[src/sv/urt_pkg.sv]
// ----------------------------------------------------------------------------
// urt_pkg
// Shared types and constants of the ultrasonic range trigger: phase codes,
// register indexes, the configuration bundle and the result bundle.
// ----------------------------------------------------------------------------
package urt_pkg;

  localparam int unsigned TickW   = 24;
  localparam int unsigned TrigW   = 8;
  localparam int unsigned DistW   = 15;
  localparam int unsigned CfgIdxW = 2;
  localparam int unsigned CfgW    = 24;

  // Distance scale: width * 281 / 1024 gives sixteenths of a centimetre.
  localparam int unsigned DistMul   = 281;
  localparam int unsigned DistMulW  = 9;
  localparam int unsigned DistShift = 10;
  localparam logic [DistW-1:0] DistMax = 15'h7FFF;

  localparam logic [TickW-1:0] PeriodReset    = 24'd100000;
  localparam logic [TrigW-1:0] TrigReset      = 8'd20;
  localparam logic [DistW-1:0] ThresholdReset = 15'd112;

  typedef enum logic [CfgIdxW-1:0] {
    REG_PERIOD    = 2'd0,
    REG_TRIGGER   = 2'd1,
    REG_THRESHOLD = 2'd2
  } urt_reg_t;

  typedef enum logic [3:0] {
    PH_WAIT      = 4'b0001,
    PH_TRIG      = 4'b0010,
    PH_ECHO_WAIT = 4'b0100,
    PH_ECHO_HIGH = 4'b1000
  } urt_phase_t;

  typedef struct packed {
    logic [TickW-1:0] period_ticks;
    logic [TrigW-1:0] trigger_ticks;
    logic [DistW-1:0] shoot_threshold;
  } urt_cfg_t;

  typedef struct packed {
    logic             trigger_level;
    logic             done_res;
    logic [DistW-1:0] distance;
    logic             distance_report;
    logic             shoot;
  } urt_res_t;

endpackage

[src/sv/urt_core.sv]
// ----------------------------------------------------------------------------
// urt_core
// Ranging sequencer: idle period, trigger pulse, echo wait and echo width
// count. Advances by one tick on each step and produces that tick's result.
// ----------------------------------------------------------------------------
module urt_core #(
  parameter int unsigned WIDTH_BITS = 16
) (
  input  logic              clk,
  input  logic              rst_n,
  input  logic              step,
  input  logic              echo_level,
  input  logic              enable,
  input  urt_pkg::urt_cfg_t cfg,
  output urt_pkg::urt_res_t res
);

  localparam int unsigned ProdW = WIDTH_BITS + urt_pkg::DistMulW;
  localparam int unsigned QuotW = ProdW - urt_pkg::DistShift;

  urt_pkg::urt_phase_t         phase_r, phase_nxt;
  logic [urt_pkg::TickW-1:0]   tick_r, tick_nxt;
  logic [WIDTH_BITS-1:0]       width_r, width_nxt;

  logic [urt_pkg::TickW-1:0]   tick_inc;
  logic [ProdW-1:0]            prod;
  logic [QuotW-1:0]            dist_full;
  logic [urt_pkg::DistW-1:0]   dist_sat;

  assign tick_inc  = tick_r + urt_pkg::TickW'(1);
  assign prod      = ProdW'(width_r) * ProdW'(urt_pkg::DistMul);
  assign dist_full = prod[ProdW-1:urt_pkg::DistShift];

  // Only wide echo counters can exceed the 15-bit distance range.
  assign dist_sat = (ProdW'(dist_full) > ProdW'(urt_pkg::DistMax)) ?
                    urt_pkg::DistMax : urt_pkg::DistW'(dist_full);

  always_comb begin
    phase_nxt = phase_r;
    tick_nxt  = tick_r;
    width_nxt = width_r;
    res       = '0;
    unique case (phase_r)
      urt_pkg::PH_WAIT: begin
        if (tick_inc >= cfg.period_ticks) begin
          phase_nxt = urt_pkg::PH_TRIG;
          tick_nxt  = '0;
        end else begin
          tick_nxt = tick_inc;
        end
      end
      urt_pkg::PH_TRIG: begin
        res.trigger_level = 1'b1;
        if (tick_inc >= urt_pkg::TickW'(cfg.trigger_ticks)) begin
          phase_nxt = urt_pkg::PH_ECHO_WAIT;
          tick_nxt  = '0;
        end else begin
          tick_nxt = tick_inc;
        end
      end
      urt_pkg::PH_ECHO_WAIT: begin
        if (echo_level) begin
          width_nxt = WIDTH_BITS'(1);
          phase_nxt = urt_pkg::PH_ECHO_HIGH;
        end
      end
      urt_pkg::PH_ECHO_HIGH: begin
        if (echo_level) begin
          if (width_r != {WIDTH_BITS{1'b1}}) begin
            width_nxt = width_r + WIDTH_BITS'(1);
          end
        end else begin
          res.done_res        = 1'b1;
          res.distance        = dist_sat;
          res.distance_report = enable;
          res.shoot           = enable && (dist_sat < cfg.shoot_threshold);
          phase_nxt           = urt_pkg::PH_WAIT;
          tick_nxt            = '0;
        end
      end
      default: begin
        phase_nxt = urt_pkg::PH_WAIT;
        tick_nxt  = '0;
      end
    endcase
  end

  always_ff @(posedge clk) begin
    if (!rst_n) begin
      phase_r <= urt_pkg::PH_WAIT;
      tick_r  <= '0;
      width_r <= '0;
    end else if (step) begin
      phase_r <= phase_nxt;
      tick_r  <= tick_nxt;
      width_r <= width_nxt;
    end
  end

endmodule

[src/sv/ultrasonic_range_trigger.sv]
// ----------------------------------------------------------------------------
// ultrasonic_range_trigger
// Tick-driven controller for an ultrasonic ranging sensor with a shoot flag.
// ----------------------------------------------------------------------------
// Each input item is one microsecond tick carrying the sampled echo level and
// the enable bit; each tick yields exactly one result item with the trigger
// level for that tick and, on the tick the echo falls, the distance in
// sixteenths of a centimetre with the report and shoot flags.
// Both channels use valid/stall: an item moves at a clock edge where valid is
// high and stall is low. An accepted item is held in the input register until
// the output register is free; then the sequencer steps and the result is
// loaded into the output register, where out_valid marks it until it is taken.
// The sequencer takes one tick per cycle, so one item per cycle is sustained
// while the receiver keeps up.
// If the receiver stalls, the output register holds its result and the input
// register keeps the next item; in_stall rises only when both are occupied
// and the receiver stalls.
// Configuration writes go through cfg_we/cfg_index/cfg_data and should be
// made while no item is in flight. Synchronous reset restores the register
// defaults, empties both stages and starts the idle period from zero.
// ----------------------------------------------------------------------------
module ultrasonic_range_trigger #(
  parameter int unsigned WIDTH_BITS = 16
) (
  input  logic                          clk,
  input  logic                          rst_n,
  input  logic                          in_valid,
  output logic                          in_stall,
  input  logic                          in_echo_level,
  input  logic                          in_enable,
  output logic                          out_valid,
  input  logic                          out_stall,
  output logic                          out_trigger_level,
  output logic                          out_done_res,
  output logic [urt_pkg::DistW-1:0]     out_distance,
  output logic                          out_distance_report,
  output logic                          out_shoot,
  input  logic                          cfg_we,
  input  logic [urt_pkg::CfgIdxW-1:0]   cfg_index,
  input  logic [urt_pkg::CfgW-1:0]      cfg_data
);

  urt_pkg::urt_cfg_t cfg_r;

  logic              s1_valid_r;
  logic              s1_echo_r;
  logic              s1_enable_r;
  logic              out_valid_r;
  urt_pkg::urt_res_t out_res_r;
  urt_pkg::urt_res_t core_res;

  logic out_free;
  logic s1_adv;
  logic in_fire;

  assign out_free = !out_valid_r || !out_stall;
  assign s1_adv   = s1_valid_r && out_free;
  assign in_stall = s1_valid_r && !out_free;
  assign in_fire  = in_valid && !in_stall;

  always_ff @(posedge clk) begin
    if (!rst_n) begin
      cfg_r.period_ticks    <= urt_pkg::PeriodReset;
      cfg_r.trigger_ticks   <= urt_pkg::TrigReset;
      cfg_r.shoot_threshold <= urt_pkg::ThresholdReset;
    end else if (cfg_we) begin
      unique case (cfg_index)
        urt_pkg::REG_PERIOD:    cfg_r.period_ticks    <= cfg_data;
        urt_pkg::REG_TRIGGER:   cfg_r.trigger_ticks   <= cfg_data[urt_pkg::TrigW-1:0];
        urt_pkg::REG_THRESHOLD: cfg_r.shoot_threshold <= cfg_data[urt_pkg::DistW-1:0];
        default: ;
      endcase
    end
  end

  always_ff @(posedge clk) begin
    if (!rst_n) begin
      s1_valid_r <= 1'b0;
    end else if (in_fire) begin
      s1_valid_r <= 1'b1;
    end else if (s1_adv) begin
      s1_valid_r <= 1'b0;
    end
  end

  always_ff @(posedge clk) begin
    if (in_fire) begin
      s1_echo_r   <= in_echo_level;
      s1_enable_r <= in_enable;
    end
  end

  urt_core #(
    .WIDTH_BITS (WIDTH_BITS)
  ) u_core (
    .clk        (clk),
    .rst_n      (rst_n),
    .step       (s1_adv),
    .echo_level (s1_echo_r),
    .enable     (s1_enable_r),
    .cfg        (cfg_r),
    .res        (core_res)
  );

  always_ff @(posedge clk) begin
    if (!rst_n) begin
      out_valid_r <= 1'b0;
    end else if (s1_adv) begin
      out_valid_r <= 1'b1;
    end else if (!out_stall) begin
      out_valid_r <= 1'b0;
    end
  end

  always_ff @(posedge clk) begin
    if (s1_adv) begin
      out_res_r <= core_res;
    end
  end

  assign out_valid           = out_valid_r;
  assign out_trigger_level   = out_res_r.trigger_level;
  assign out_done_res        = out_res_r.done_res;
  assign out_distance        = out_res_r.distance;
  assign out_distance_report = out_res_r.distance_report;
  assign out_shoot           = out_res_r.shoot;

endmodule

[config.mk]
export PLATFORM = sky130hd
export DESIGN_NAME = ultrasonic_range_trigger
export DESIGN_NICKNAME = d
export VERILOG_FILES = /design/src/sv/urt_pkg.sv /design/src/sv/urt_core.sv /design/src/sv/ultrasonic_range_trigger.sv
export SDC_FILE = /design/constraint.sdc
export NUM_CORES = 1
export LEC_CHECK = 0
export BUFFER_PORTS_ARGS = -buffer_cell sky130_fd_sc_hd__buf_2
export CAP_MARGIN = 20
export CORE_MARGIN = 1.5
export CORE_UTILIZATION = 56
export DETAILED_ROUTE_END_ITERATION = 10
export GPL_TIMING_DRIVEN = 0
export PLACE_DENSITY = 0.76
export SYNTH_ARGS = -nofsm -noshare
export SYNTH_HDL_FRONTEND = slang
export SYNTH_SLANG_ARGS = --single-unit
[constraint.sdc]
create_clock -name clk -period 5.05 [get_ports clk]
set_clock_uncertainty 0.2 [all_clocks]
set_input_delay 0.505 -clock clk [delete_from_list [all_inputs] [get_ports clk]]
set_output_delay 0.505 -clock clk [all_outputs]
set_load 0.01 [all_outputs]
; ---- Word-level counts from Yosys, hierarchy flattened
; Index checks and enable logic that the tools add are counted.
[word_totals]
regBits = 114
latch_bits = 0
ramBits = 0
mem_bits_ro = 0
in_bits = 33
out_inout_bits = 21
word_cells = 75
memories = 0
[op_classes]
addsub = 2
mul = 1
div = 0
magnitude_cmp = 3
eq_ne = 14
shift = 0
muxes = 19
bitwise_logic = 2
n_reduce_logical = 19
[ops]
columns = cell, n
row1 = $pmux W24 S4, 1
row2 = $mux W24, 3
row3 = $mux W16, 3
row4 = $pmux W16 S2, 1
row5 = $mul A16 B9 Y25 const B, 1
row6 = $add A24 B1 Y24 const B, 1
row7 = $ge A24 B24 Y1, 1
row8 = $ge A24 B8 Y1, 1
row9 = $mux W18, 1
row10 = $add A16 B1 Y16 const B, 1
row11 = $mux W4, 4
row12 = $ne A16 B16 Y1 const B, 1
row13 = $pmux W4 S4, 1
row14 = $lt A15 B15 Y1, 1
row15 = $reduce_and A5 Y1, 2
row16 = $ne A2 B1 Y1 const B, 4
row17 = $ne A2 B2 Y1 const B, 3
row18 = $reduce_and A2 Y1, 3
row19 = $mux W1, 5
row20 = $eq A4 B1 Y1 const B, 1
row21 = $eq A4 B2 Y1 const B, 1
row22 = $eq A4 B3 Y1 const B, 1
row23 = $eq A4 B4 Y1 const B, 1
row24 = $logic_and A1 B1 Y1, 4
row25 = other kinds (9), 14

; ---- Logic depth before layout (Yosys ltp)
; Gate-level depths: netlist of the first run.
[depth]
ltp_word = 7
ltp_mapped = 22
depth_no_buf = 22

; ---- By module
; Synthesis of the first run repeated with hierarchy kept, for this count alone.
[unflattened]
cells_unflattened = 913
hier_area_um2 = 8319.2
[modules_own_cells]
columns = mod, instances, cells_each, area_per_inst_um2, seq_area_each_um2
row1 = urt_core, 1, 691, 5647.9, 880.8
row2 = ultrasonic_range_trigger, 1, 222, 2671.3, 1611.5

; ---- Least setup slack after synthesis of the first run
; No wires, ideal clock.
[synth_timing]
kind = reg-to-reg
startpoint = register u_core.width_r[10]
endpoint = register out_res_r, in the netlist out_shoot, data pin
setup_ps = 146
arrival_time_ps = 4810
required_ps = 4704
setup_slack_ps = -106
path_stages_with_launch = 22
n_path_buf = 0
period_less_slack_ps = 5156
cell_sequence = dfxtp_1 -> ha_1 -> ha_1 -> fa_1 -> inv_1 -> fa_1 -> inv_1 -> ha_1 -> a21oi_1 -> o21ai_0 -> a211oi_1 -> o21ai_0 -> a211oi_1 -> o211ai_1 -> a21oi_1 -> nor2_1 -> a21oi_1 -> ha_1 -> nor2b_1 -> o21ai_0 -> nand3b_1 -> a21oi_1
[synth_via]
elab_chain_cells = 3
[synth_rtl]
columns = item, line_no
row1 = "start, declared", urt_core.sv:23  ; logic [WIDTH_BITS-1:0] width_r, width_nxt;
row2 = "start signal, assigned", urt_core.sv:96  ; width_r <= width_nxt;
row3 = $mul A16 B9 Y25, urt_core.sv:31  ; assign prod = ProdW'(width_r) * ProdW'(urt_pkg::DistMul);
row4 = net u_core.prod[24], urt_core.sv:26  ; logic [ProdW-1:0] prod;
row5 = $lt A15 B15 Y1, urt_core.sv:76  ; res.shoot = enable && (dist_sat < cfg.shoot_threshold);
row6 = $logic_and A1 B1 Y1, urt_core.sv:76
row7 = "end signal, assigned", ultrasonic_range_trigger.sv:117  ; out_res_r <= core_res;
row8 = "end, declared", ultrasonic_range_trigger.sv:49  ; urt_pkg::urt_res_t out_res_r;
; The timed path passes the listed nets, and every way through them passes these cells.
; A chain may end at the register's enable or synchronous reset.

; ---- Final worst setup path of the first run
[layout_timing]
startpoint = register u_core.width_r[9]
endpoint = register out_res_r, in the netlist out_shoot, data pin
; Same word-level chain as after synthesis.

==> results.toml, run 1 <==
[cells_and_area]
syn2layout_area_growth_pct = 19.8
nets = 1127
final_util = 0.695
diodes = 0
drive_above_1_share = 0.171
fin_area_sq_um = 9310

[global_route]
grt_pass1_wl_microns = 29800
grtUsageMet1 = 0.372
grt_max_degree = 22
globalRouteMet3Util = 0.0519
grt_pass1_vias = 6088
busiest_layer = "met2"
grt_use_met2 = 0.414
antenna_found_initial = 0
grt_overflow = 0
grt_use_total = 0.264

[routing]
vias_per_cell = 5.72
ant_nets = 0
drt-initial-drc-count = 590
via_count = 6557
first_pass_iters = 5
drc = 0
wl_microns = 19600
wl_per_cell_microns = 17.1

[yosys]
ys_ff_latch = 114
ys_types = 58
async_flop_share = 0
yosysWarningCount = 0
synth_fp_nets = 1040
synth_edf_count = 21
synth_area_sq_um = 7770
ys.flop_type = "dfxtp_1"
syn_inst = 871
yosysSeqAreaShare = 0.321
syn_area_per_cell_sq_um = 8.92

[worst_setup_path]
critPathBufInv = 3
worstPathArrival_ns = 4.97
slowest_delay_ns = 0.55
cp_max_fo = 5
worstSetupEndpointType = "flip-flop"
path_class = "flip-flop to flip-flop"
worst_setup_path_start_kind = "flip-flop"
cpLargestDelayFamily = "adder cells"
crit_chain = "ha_4 > ha_4 > fa_1 > inv_1 > fa_1 > inv_2 > ha_4 > a21oi_2 > o21ai_2 > a211oi_4 > inv_1 > a21oi_2 > nor2b_1 > nor2_1 > xnor2_1 > ha_1 > nand4_1 > o31a_1 > o21ai_2 > a21oi_2"
slowest_stage = "fa_1"
required_ns = 5.02

[clocking]
clock_latency_ns = 0.42
htree_levels = 4
numCtsBuffers = 17
cts.sinks = 114
cts_tree = "yes"
clk_pin_slew_worst_paths_ns = 0.05
cts-root-buf = "clkbuf_16"
clk_path_buf_depth = 2
cts_hold_buf = 0

[place]
gp_congestion = 0.928
placed_cell_area_sq_um = 8270
hpwl_microns = 13900
port_buffers = 53

[floorplan]
io_pins = 54
chipHeight_microns = 121
start_util = 0.580
fp.dieArea_sq_um = 14600
coreArea_sq_um = 13400
dieWidth_microns = 121
num_rows = 42

[sta]
slew_headroom = 0.363
setup_viol = 0
fin_crit_ns = 5.00
slew_violations = 0
finalSetupTns_ns = 0
hold_viol_final = 0
fin_crit_sh = 0.990
fmax_ghz = 0.200
worst_pin_slew_ns = 0.954

[power_and_ir_drop]
vdd_drop_max_mv = 0.232
power_density_nw_per_um2 = 259
power.total_mw = 2.41
p_leak_nw = 4.36

[run]
cap_violations = 0

[min_path]
hold_class = "primary input to flip-flop"

[status]
status = "completed"
layout by cell type (no fill, tap or decap), types with 4 or more instances in the layout:
master	n
inv_1	101
and3_1	9
clkbuf_16	17
nor4_1	4
a21oi_1	58
xnor2_1	31
and4_1	4
o211ai_1	10
ha_4	13
nor3_1	10
nand4_1	15
nor2b_1	7
ha_1	98
inv_2	4
and2_1	15
nand3b_1	5
buf_4	17
nor2_1	45
fa_1	22
bufinv_16	4
nand2_1	114
nand2b_1	8
a21oi_2	10
edfxtp_1	21
a31oi_1	9
nand3_1	15
clkbuf_8	5
a21o_1	14
buf_2	57
xor2_1	20
mux2i_1	10
dfxtp_1	81
a22o_1	12
clkbuf_1	21
o21ai_0	16
nor4b_1	4
dfxtp_4	10
per-layer routing:
metal | vias up | routed length, microns
met5 | - | 0
met1 | 3132 | 8960
met4 | 0 | 398
met3 | 32 | 1230
li1 | 3161 | -
met2 | 232 | 9000
through the flow:
stage               cells  setup slack [ns]  hold slack [ns]
finish               1147            0.0520           0.0676
global route         1147           -0.0928           0.0534
CTS                  1135            0.0107           0.0587
detailed placement   1100            -0.685            0.246
global placement     1100            -0.571            0.242
floorplan             871            0.0815            0.236
sequential cells by signal (all words and copies together), names as in the netlist, 4 cells and up:
register	count
out_distance	15
u_core.phase_r	4
u_core.width_r	16
u_core.tick_r	24
cfg_r	47
power breakdown:
part	internal [mW]	total, mW	switching, mW
sequential	0.944	0.955	0.0108
combinational	0.0476	0.135	0.0874
clock	0.889	1.32	0.430
what timing repair did:
action	4_1_cts	5_1_grt
pin swaps	4	25
setup buffers	3	13
gates resized for setup	20	45
setup endpoints to repair	2	1
path summary, 6_finish.rpt:
| kind | startpoint | end | slack [ns] | depth (start not counted) |
|---|---|---|---|---|
| max | u_core.width_r[9] | out_shoot | 0.05 | 20 |
| max reg2reg | u_core.width_r[9] | out_shoot | 0.05 | 20 |
| min reg2reg | cfg_r[46] | cfg_r[46] | 0.25 | 2 |
| min | in_echo_level | s1_echo_r | 0.07 | 1 |
worst reg2reg max path, stage by stage, from the launching register on:
cell and delay [ns]:
dfxtp_4 0.38, ha_4 0.28, ha_4 0.19, fa_1 0.55, inv_1 0.06, fa_1 0.50
inv_2 0.06, ha_4 0.23, a21oi_2 0.16, o21ai_2 0.09, a211oi_4 0.33, inv_1 0.11
a21oi_2 0.19, nor2b_1 0.07, nor2_1 0.18, xnor2_1 0.15, ha_1 0.33, nand4_1 0.10
o31a_1 0.34, o21ai_2 0.20, a21oi_2 0.07
cell usage after synthesis (all sizes together) (7+ instances only):
| library cell | n | area, sq um |
|---|---|---|
| nand2b | 8 | 50.1 |
| dfxtp | 93 | 1860 |
| and3 | 9 | 56.3 |
| nand2 | 114 | 428 |
| nor4 | 7 | 80.1 |
| nor2b | 7 | 43.8 |
| clkbuf | 21 | 80.1 |
| o21ai | 21 | 105 |
| ha | 114 | 1430 |
| edfxtp | 21 | 631 |
| a21o | 14 | 105 |
| mux2i | 10 | 100 |
| a31oi | 9 | 56.3 |
| inv | 105 | 394 |
| nor3 | 10 | 50.1 |
| fa | 22 | 440 |
| a22o | 12 | 105 |
| nor2 | 47 | 176 |
| o211ai | 10 | 75.1 |
| buf | 7 | 38.8 |
| xnor2 | 31 | 272 |
| nand4 | 17 | 128 |
| nand3 | 15 | 75.1 |
| xor2 | 21 | 184 |
| a21oi | 69 | 357 |
| and2 | 15 | 93.8 |
final cells by class:
| class | instances | area (sq um) |
|---|---|---|
| clock inverter | 9 | 148 |
| sequential | 114 | 2530 |
| clock buffer | 23 | 498 |
| tap | 176 | 220 |
| inverter | 106 | 398 |
| timing repair buffer | 68 | 378 |
| multi-input combinational | 623 | 5020 |
| fill | 1032 | 4090 |
| buffer | 28 | 119 |
cells by family after synthesis:
kind of cell / share of synthesized area
compound gates: 0.127
xor+xnor: 0.0586
fa+ha+maj: 0.240
buf+inv: 0.0665
flops: 0.321
mux: 0.0129
simple gates: 0.175
No activity file was read; power rests on OpenSTA's default activity.
==> inputs of run 2 (changes only) <==
- ABC_AREA: default -> 1
- PLACE_DENSITY: 0.76 -> 0.75
==> results.toml, run 2 <==
[status]
status = "completed"

[cells_and_area]
final_cells = 1397
syn2layout_area_growth_pct = 14.3
nets = 1369
reg.largest.list = "cfg_r: 47 flops, u_core.tick_r: 24 flops, u_core.width_r: 16 flops"
largest_reg_flops = 47
final_util = 0.662
layout_commonest_cell = "inv_1"
final_cell_mix = "203 x inv_1, 199 x nand2_1, 113 x ha_1"
diodes = 0
largest_register = "cfg_r"
drive_above_1_share = 0.149

[routing]
wl_per_cell_microns = 15.1
wl_microns = 21100
ant_nets = 0
drt-initial-drc-count = 533
first_pass_iters = 5
vias_per_cell = 5.40
via_count = 7550
drc = 0

[worst_setup_path]
cp_max_fo = 5
path_class = "flip-flop to flip-flop"
required_ns = 5.11
worst_setup_path_start_kind = "flip-flop"
worstPathArrival_ns = 4.84
worstSetupEndpointType = "flip-flop"

[clocking]
clock_latency_ns = 0.42
numCtsBuffers = 17
htree_levels = 4
clk_path_buf_depth = 2
cts-root-buf = "clkbuf_16"
cts.sinks = 114
clk_pin_slew_worst_paths_ns = 0.06
cts_hold_buf = 0
cts_tree = "yes"

[yosys]
synth_fp_nets = 1294
ys.flop_type = "dfxtp_1"
synth_edf_count = 21
ys_types = 45
async_flop_share = 0
synthTopCellsByCount = "203 x inv_1, 200 x nand2_1, 114 x ha_1"
yosysSeqAreaShare = 0.293
synth_area_sq_um = 8510
syn_inst = 1125
synthTopCellsByArea = "dfxtp_1 22%, ha_1 17%, inv_1 9.0%"
synth_area_leader_cell = "dfxtp_1"
ys_ff_latch = 114
synth_top_area_frac = 0.219
syn_area_per_cell_sq_um = 7.57
yosys.cell_count.top_type = "inv_1"
yosysWarningCount = 0

[global_route]
grt_max_degree = 19
grt_overflow = 0
grtUsageMet1 = 0.373
grt_use_met2 = 0.431
grt_pass1_wl_microns = 34100
grt_pass1_vias = 7005
busiest_layer = "met2"
grt_use_total = 0.272
antenna_found_initial = 0
globalRouteMet3Util = 0.0646

[run]
cap_violations = 0

[power_and_ir_drop]
clkPwrFrac = 0.510
p_comb_frac = 0.076
power.total_mw = 2.33
power_density_nw_per_um2 = 240
switchingPower_mw = 0.578
switching_share = 0.247
p_leak_nw = 4.75
vdd_drop_max_mv = 0.251
seqPwrFrac = 0.414
p_int_mw = 1.76

[place]
gp_congestion = 0.884
placedCellCount = 1362
hpwl_microns = 16300
port_buffers = 52
pre_cts_slack_ns = 0.0313

[floorplan]
io_pins = 54
coreArea_sq_um = 14700
fp.dieArea_sq_um = 15900
dieWidth_microns = 126
start_util = 0.579
num_rows = 44
chipHeight_microns = 126

[sta]
slew_violations = 0
fin_crit_ns = 4.78
setup_viol = 0
worst_pin_slew_ns = 0.792
slew_headroom = 0.468
whs_ns = 0.0565
fin_crit_sh = 0.946
hold_viol_final = 0
fmax_ghz = 0.209
timing.final.ws_setup_ns = 0.274

[min_path]
hold_class = "primary input to flip-flop"
run 2: changes by cell type after synthesis, sizes merged, moves of 28 or more:
| cell | change |
|---|---|
| a21oi | +39 |
| nor2 | +56 |
| inv | +104 |
| o21ai | +37 |
| nand2 | +111 |
| xnor2 | -28 |
run 2: layout make-up:
class | count | area, sq um
Buffer | 23 | 105
Clock inverter | 12 | 133
Tap cell | 184 | 230
Timing Repair Buffer | 56 | 298
Sequential cell | 114 | 2500
Inverter | 211 | 792
Fill cell | 1248 | 4970
Multi-Input combinational cell | 777 | 5220
Clock buffer | 20 | 450
run 2: logic make-up (layout without fill, tap and decap cells):
group	Yosys count	in the layout	synth area share
buffers and inverters	234	322	0.105
adder cells (fa/ha/maj)	136	136	0.219
XOR/XNOR	23	23	0.0245
AND/OR/NAND/NOR	418	418	0.226
flip-flops	114	114	0.293
AO/OA/AOI/OAI	200	200	0.132
run 2: worst paths after layout:
path                 end  slack (ns)  cells past startpoint               from
min reg2reg    cfg_r[42]        0.26                      2          cfg_r[42]
min          s1_enable_r        0.06                      1          in_enable
max reg2reg    out_shoot        0.27                     23  u_core.width_r[5]
max            out_shoot        0.27                     23  u_core.width_r[5]
run 2: metal layers:
metal,wire [microns],up-vias,part of all wire
met5,0,-,0
met3,1230,32,0.058
met2,9600,217,0.46
li1,-,3805,-
met4,323,0,0.015
met1,9940,3496,0.47
run 2: worst max-delay path, stage by stage (launching register included):
cell      delay [ns]
dfxtp_2         0.36
ha_1            0.30
ha_1            0.28
inv_1           0.06
fa_1            0.54
inv_1           0.05
fa_1            0.49
ha_4            0.30
nand2_1         0.09
nor3_4          0.20
nand2_1         0.07
nand2_1         0.08
inv_1           0.07
o21bai_4        0.15
nand3_2         0.09
nand2_2         0.14
xor2_2          0.18
inv_1           0.06
ha_1            0.33
a21oi_2         0.19
a21oi_2         0.07
nor2_1          0.08
nand4_1         0.08
a21oi_1         0.15
run 2: power groups by stage:
stage | registers (mW) | logic [mW] | clock network, mW
after global routing | 0.968 | 0.200 | 1.25
final | 0.966 | 0.178 | 1.19
after detailed placement | 0.985 | 0.174 | 0
after global placement | 0.984 | 0.169 | 0
after floorplan | 0.985 | 0.112 | 0
after CTS | 0.966 | 0.175 | 1.20
run 2: stage by stage:
step / setup TNS (ns) / area [sq um]
floorplan: 0 / 8510
global placement: 0 / 9000
detailed placement: 0 / 9020
CTS: 0 / 9610
global route: -0.0582 / 9730
finish: 0 / 9730
run 2: timing repair:
action                     CTS  global route
setup endpoints to repair    1             1
resized for setup            1            28
pin swaps                    0             5
buffers inserted             0             3
